$ cat config.mk
export PLATFORM = sky130hd
export DESIGN_NAME = qpm_cfg
export DESIGN_NICKNAME = d
export VERILOG_FILES = /design/src/qpm_pkg.sv /design/src/qpm_cfg.sv
export SDC_FILE = /design/constraint.sdc
export NUM_CORES = 1
export LEC_CHECK = 0
export BUFFER_PORTS_ARGS = -buffer_cell sky130_fd_sc_hd__buf_2
export CORE_ASPECT_RATIO = 0.9
export CORE_MARGIN = 3
export CORE_UTILIZATION = 42
export CTS_CLUSTER_DIAMETER = 120
export DETAILED_ROUTE_END_ITERATION = 8
export HOLD_SLACK_MARGIN = 0.05
export PLACE_DENSITY = 0.67
export SLEW_MARGIN = 25
export SYNTH_ARGS = -nofsm -noshare
export SYNTH_HDL_FRONTEND = slang
export SYNTH_SLANG_ARGS = --single-unit
$ cat constraint.sdc
create_clock -name i_clk -period 1.7 [get_ports i_clk]
set_input_delay 0.085 -clock i_clk [delete_from_list [all_inputs] [get_ports i_clk]]
set_output_delay 0.085 -clock i_clk [all_outputs]
set_load 0.005 [all_outputs]
$ cat src/qpm_pkg.sv
// ----------------------------------------------------------------------------
// qpm_pkg
// Shared types, constants and register map for the quadrotor PID mixer core.
// ----------------------------------------------------------------------------
`default_nettype none

package qpm_pkg;

    localparam int P_DIV = 256;
    localparam int I_DIV = 256;
    localparam int D_DIV = 256;

    localparam int SUM_W = 48;

    typedef logic signed [15:0]      t_s16;
    typedef logic signed [31:0]      t_acc;
    typedef logic signed [SUM_W-1:0] t_sum;
    typedef logic        [11:0]      t_motor;
    typedef logic        [2:0]       t_cfg_idx;
    typedef logic        [30:0]      t_cfg_data;

    localparam t_motor OUT_MIN    = 12'd100;
    localparam t_motor OUT_MAX    = 12'd4000;
    localparam t_s16   TILT_LIMIT = 16'sd3640;

    localparam t_cfg_idx REG_PROP_GAIN    = 3'd0;
    localparam t_cfg_idx REG_INTEG_GAIN   = 3'd1;
    localparam t_cfg_idx REG_DERIV_GAIN   = 3'd2;
    localparam t_cfg_idx REG_PROP_LIMIT   = 3'd3;
    localparam t_cfg_idx REG_DERIV_LIMIT  = 3'd4;
    localparam t_cfg_idx REG_ACCUM_LIMIT  = 3'd5;
    localparam t_cfg_idx REG_THROTTLE_MIN = 3'd6;
    localparam t_cfg_idx REG_THROTTLE_MAX = 3'd7;

    typedef struct packed {
        logic [15:0] prop_gain;
        logic [15:0] integ_gain;
        logic [15:0] deriv_gain;
        logic [14:0] prop_limit;
        logic [14:0] deriv_limit;
        logic [30:0] accum_limit;
        logic [11:0] throttle_min;
        logic [11:0] throttle_max;
    } t_cfg;

endpackage

`default_nettype wire

$ cat src/qpm_cfg.sv
// ----------------------------------------------------------------------------
// qpm_cfg
// Configuration register file: gains, term limits and throttle window.
// ----------------------------------------------------------------------------
`default_nettype none

module qpm_cfg (
    input  wire logic               i_clk,
    input  wire logic               i_rst_n,
    input  wire logic               i_cfg_we,
    input  wire qpm_pkg::t_cfg_idx  i_cfg_idx,
    input  wire qpm_pkg::t_cfg_data i_cfg_data,
    output qpm_pkg::t_cfg           o_cfg
);
    import qpm_pkg::*;

    t_cfg r_cfg;

    always_ff @(posedge i_clk) begin
        if (!i_rst_n) begin
            r_cfg.prop_gain    <= '0;
            r_cfg.integ_gain   <= '0;
            r_cfg.deriv_gain   <= '0;
            r_cfg.prop_limit   <= '1;
            r_cfg.deriv_limit  <= '1;
            r_cfg.accum_limit  <= '1;
            r_cfg.throttle_min <= '0;
            r_cfg.throttle_max <= '1;
        end else if (i_cfg_we) begin
            unique case (i_cfg_idx)
                REG_PROP_GAIN:    r_cfg.prop_gain    <= i_cfg_data[15:0];
                REG_INTEG_GAIN:   r_cfg.integ_gain   <= i_cfg_data[15:0];
                REG_DERIV_GAIN:   r_cfg.deriv_gain   <= i_cfg_data[15:0];
                REG_PROP_LIMIT:   r_cfg.prop_limit   <= i_cfg_data[14:0];
                REG_DERIV_LIMIT:  r_cfg.deriv_limit  <= i_cfg_data[14:0];
                REG_ACCUM_LIMIT:  r_cfg.accum_limit  <= i_cfg_data[30:0];
                REG_THROTTLE_MIN: r_cfg.throttle_min <= i_cfg_data[11:0];
                REG_THROTTLE_MAX: r_cfg.throttle_max <= i_cfg_data[11:0];
                default: begin
                end
            endcase
        end
    end

    assign o_cfg = r_cfg;

endmodule

`default_nettype wire

# Word level (Yosys, flattened, before mapping)
# Cells that the tools add are included.
# totals
elab_cells	24
latch_bits	0
mem_count	0
mem_bits_ro	0
ramBits	0
regBits	133
inputBits	37
output_inout_bits	133
# op_classes
mul	0
eq_ne	7
muxes	0
shifts	0
n_reduce_logical	9
div	0
addsub	0
magnitude_cmp	0
bitwise	0
# ops
cell	count
AND reduction 2 bit	8
equality test 3 bit (second input constant)	4
equality test 3 x 2 -> 1 bit (second input constant)	2
equality test 3 x 1 -> 1 bit (second input constant)	1
logical NOT 3 bit	1

# Longest topological paths before layout
# logic_depth
depth_word	2
depth_mapped	5
mapped_depth_nobuf	2

# Worst setup path before layout
# Ideal clock, no wire load.
# synth_timing
path_type	input to register
from	input i_cfg_idx[2]
to	register r_cfg (netlist bit o_cfg[123])
required_time_ns	1.580
path_stages	5
path_buffers	3
setup_ns	0.120
t_arrival_ns	1.119
slack_ns	0.461
path_cell_list	buf_2 -> or4b_1 -> buf_2 -> buf_6 -> mux2i_1
# synth_between
elab_chain_len	2
# synth_lines
element	line	source
start: declaration	qpm_cfg.sv:11	input wire qpm_pkg::t_cfg_idx i_cfg_idx,
logical NOT 3 bit	qpm_cfg.sv:30	unique case (i_cfg_idx)
AND reduction 2 bit (no line)	-	
end: declaration	qpm_cfg.sv:17	t_cfg r_cfg;
# No other way between the ends.
# A chain may end at the register's enable or synchronous reset.

# Final worst setup path
# layout_timing
from	register r_cfg (netlist bit o_cfg[71])
to	output o_cfg[71] (netlist name)
# layout_lines
element	line	source
end: declaration	qpm_cfg.sv:13	output qpm_pkg::t_cfg o_cfg
# No word-level cell between the ends.

==> flow_summary.ini <==
[status]
status = finished, final reports clean

[sta]
finalHoldViolCount = 0
rsz0062_at_grt = no
max_freq_ghz = 1.023
slew-limit-headroom = 0.7617
tightest_slew_ps = 357.4
drv_slew = 0
post-route-period-util = 0.5752
setup_ws_ps = 722.2
finalSetupTns_ps = 0
finalSetupViolations = 0
clock_skew_ps = 0
hold_ws_ps = 92.98
finalCriticalPeriod_ps = 977.8

[synth]
synth-seq-cells = 133
synth_nets = 529
syn_avg_cell_area_sq_um = 10.54
synth_edf_count = 0
yosysTopAreaCellShare = 0.5133
synth_ff_type = dfxtp_1
synth_common_cells = dfxtp_1, mux2i_1, nor2b_1
yosys.area.top_type = dfxtp_1
synth_area_leaders = dfxtp_1, mux2i_1, nor2b_1
yosysWarnings = 0
async_flop_share = 0
synth_area_sq_um = 5187
synth_cell_types = 15
synthCells = 492
ys_seq_area_frac = 0.5133

[critical_path]
crit_chain = buf_2
critPathBufInv = 1
slowest_delay_ps = 360
cp_max_fo = 2
cp.required_ps = 1620
end_kind = output pin
critPathSlowestCell = dfxtp_1
crit_family = flip-flops
setup.worst_path.start_class = flip-flop
arrival_ps = 890
crit_type = flip-flop to output pin

[clock_network]
cts_buffers = 17
path_clk_slew_ps = 50
clkLatencyLatePin_ps = 400
htree_levels = 4
root_buffer = clkbuf_16
postCtsSetupRepairBufs = 0
clock-sinks = 133
tritoncts = built
holdBufCountCts = 31
post_cts_resized = 0
cts_buffer_depth = 2

[floorplan]
die_h_um = 111.4
die_w_um = 123.1
core_sq_um = 11760
io_pins = 170
dieArea_sq_um = 13720
initial_core_util = 0.4412
num_rows = 37

[drt]
drt_iter0_markers = 136
drt-total-wl_um = 13560
drt_pass1_iterations = 4
drc = 0
num_vias = 4067
wl_per_cell_um = 15.81
viasPerCell = 4.740
drtAntennaViolNets = 0

[place]
hpwl_um = 9741
gp_congestion = 0.7844
portBuffers = 169
pre_cts_slack_ps = 419.2

[pwr]
p_per_area_nw_per_um2 = 1063
ir_drop_v = 0.0006604
p_total_mw = 7.602
p_leak_nw = 3.396

[global_routing]
grt_pass1_wl_um = 21250
grt_overflow = 0
grt_pass1_vias = 4268
grt_max_degree = 56
grtUsageTotal = 0.1970
grt_antenna_before_repair = 0

[job]
max_cap_viol_count = 0

[hold_path]
hold_class = input port to flip-flop

[final_layout]
antenna_cells = 0
postLayoutCoreUtil = 0.6084
post_route_cells_drive_above_1_share = 0.3077
area_growth_pct = 37.92
final.fill_count = 988
multiInputGateArea_sq_um = 2369
register_area_sq_um = 2663
fin_nets = 726
largest_reg_flops = 133
-- power by group --
part	internal, mW	switching [mW]	leakage [nW]
sequential	3.19	0.0370	1.08
combinational	0.259	0.254	2.01
clock	2.53	1.33	0.303
-- path summary, 6_finish.rpt --
| kind | from | to | slack (ps) | depth (start not counted) |
|---|---|---|---|---|
| hold / removal | i_rst_n | o_cfg[23] | 90 | 3 |
| setup / recovery | o_cfg[71] | o_cfg[71] | 720 | 1 |
| setup reg to reg | o_cfg[84] | o_cfg[84] | 1030 | 2 |
| hold reg to reg | o_cfg[115] | o_cfg[115] | 450 | 2 |
-- cells by family (layout without fill, tap and decap cells) --
kind of cell           count (synthesis)  in the layout  share of synthesized area
muxes                                133            133                     0.2566
and+or+nand+nor                      189            189                     0.1971
DFF                                  133            133                     0.5133
buffers and inverters                 37            247                    0.03304
-- layout make-up --
class,instances,area share
clock buffer,20,0.06383
clock inverter,12,0.02448
multi-input combinational,322,0.3311
sequential,133,0.3722
tap,156,0.02728
timing repair buffer,215,0.1812
-- cells in the final DEF, fill, tap and decap left out --
| cell type | synthesis | final |
|---|---|---|
| and4b_1 | 2 | 2 |
| buf_12 | 0 | 2 |
| buf_2 | 14 | 168 |
| buf_4 | 2 | 14 |
| bufinv_16 | 0 | 4 |
| clkbuf_1 | 19 | 1 |
| clkbuf_16 | 0 | 17 |
| clkbuf_8 | 0 | 2 |
| clkinv_2 | 0 | 3 |
| clkinvlp_4 | 0 | 3 |
| dfxtp_1 | 133 | 133 |
| dlygate4sd3_1 | 0 | 31 |
| inv_6 | 0 | 2 |
| mux2i_1 | 133 | 133 |
| nand2_1 | 76 | 76 |
| nand4_1 | 1 | 1 |
| nand4b_1 | 2 | 2 |
| nand4bb_1 | 2 | 2 |
| nor2b_1 | 104 | 104 |
| nor4bb_4 | 0 | 1 |
| or4b_1 | 1 | 1 |
-- per-layer routing --
metal / vias up / part of all wire / GRT usage
li1: 2019 / - / -
met1: 1912 / 0.42 / 0.2235
met2: 122 / 0.49 / 0.3460
met3: 14 / 0.072 / 0.06450
met4: 0 / 0.012 / 0.06347
met5: - / 0 / 0
-- through the flow --
stage / instance area, sq um / instances
after floorplan: 5187 / 492
after detailed placement: 6212 / 795
final: 7154 / 858
after CTS: 7154 / 858
after global placement: 6212 / 795
after global routing: 7154 / 858
-- worst min-delay path: stages --
cell	delay [ps]
buf_4	190
nand2_1	100
mux2i_1	60
(Power assumes the default switching activity.)
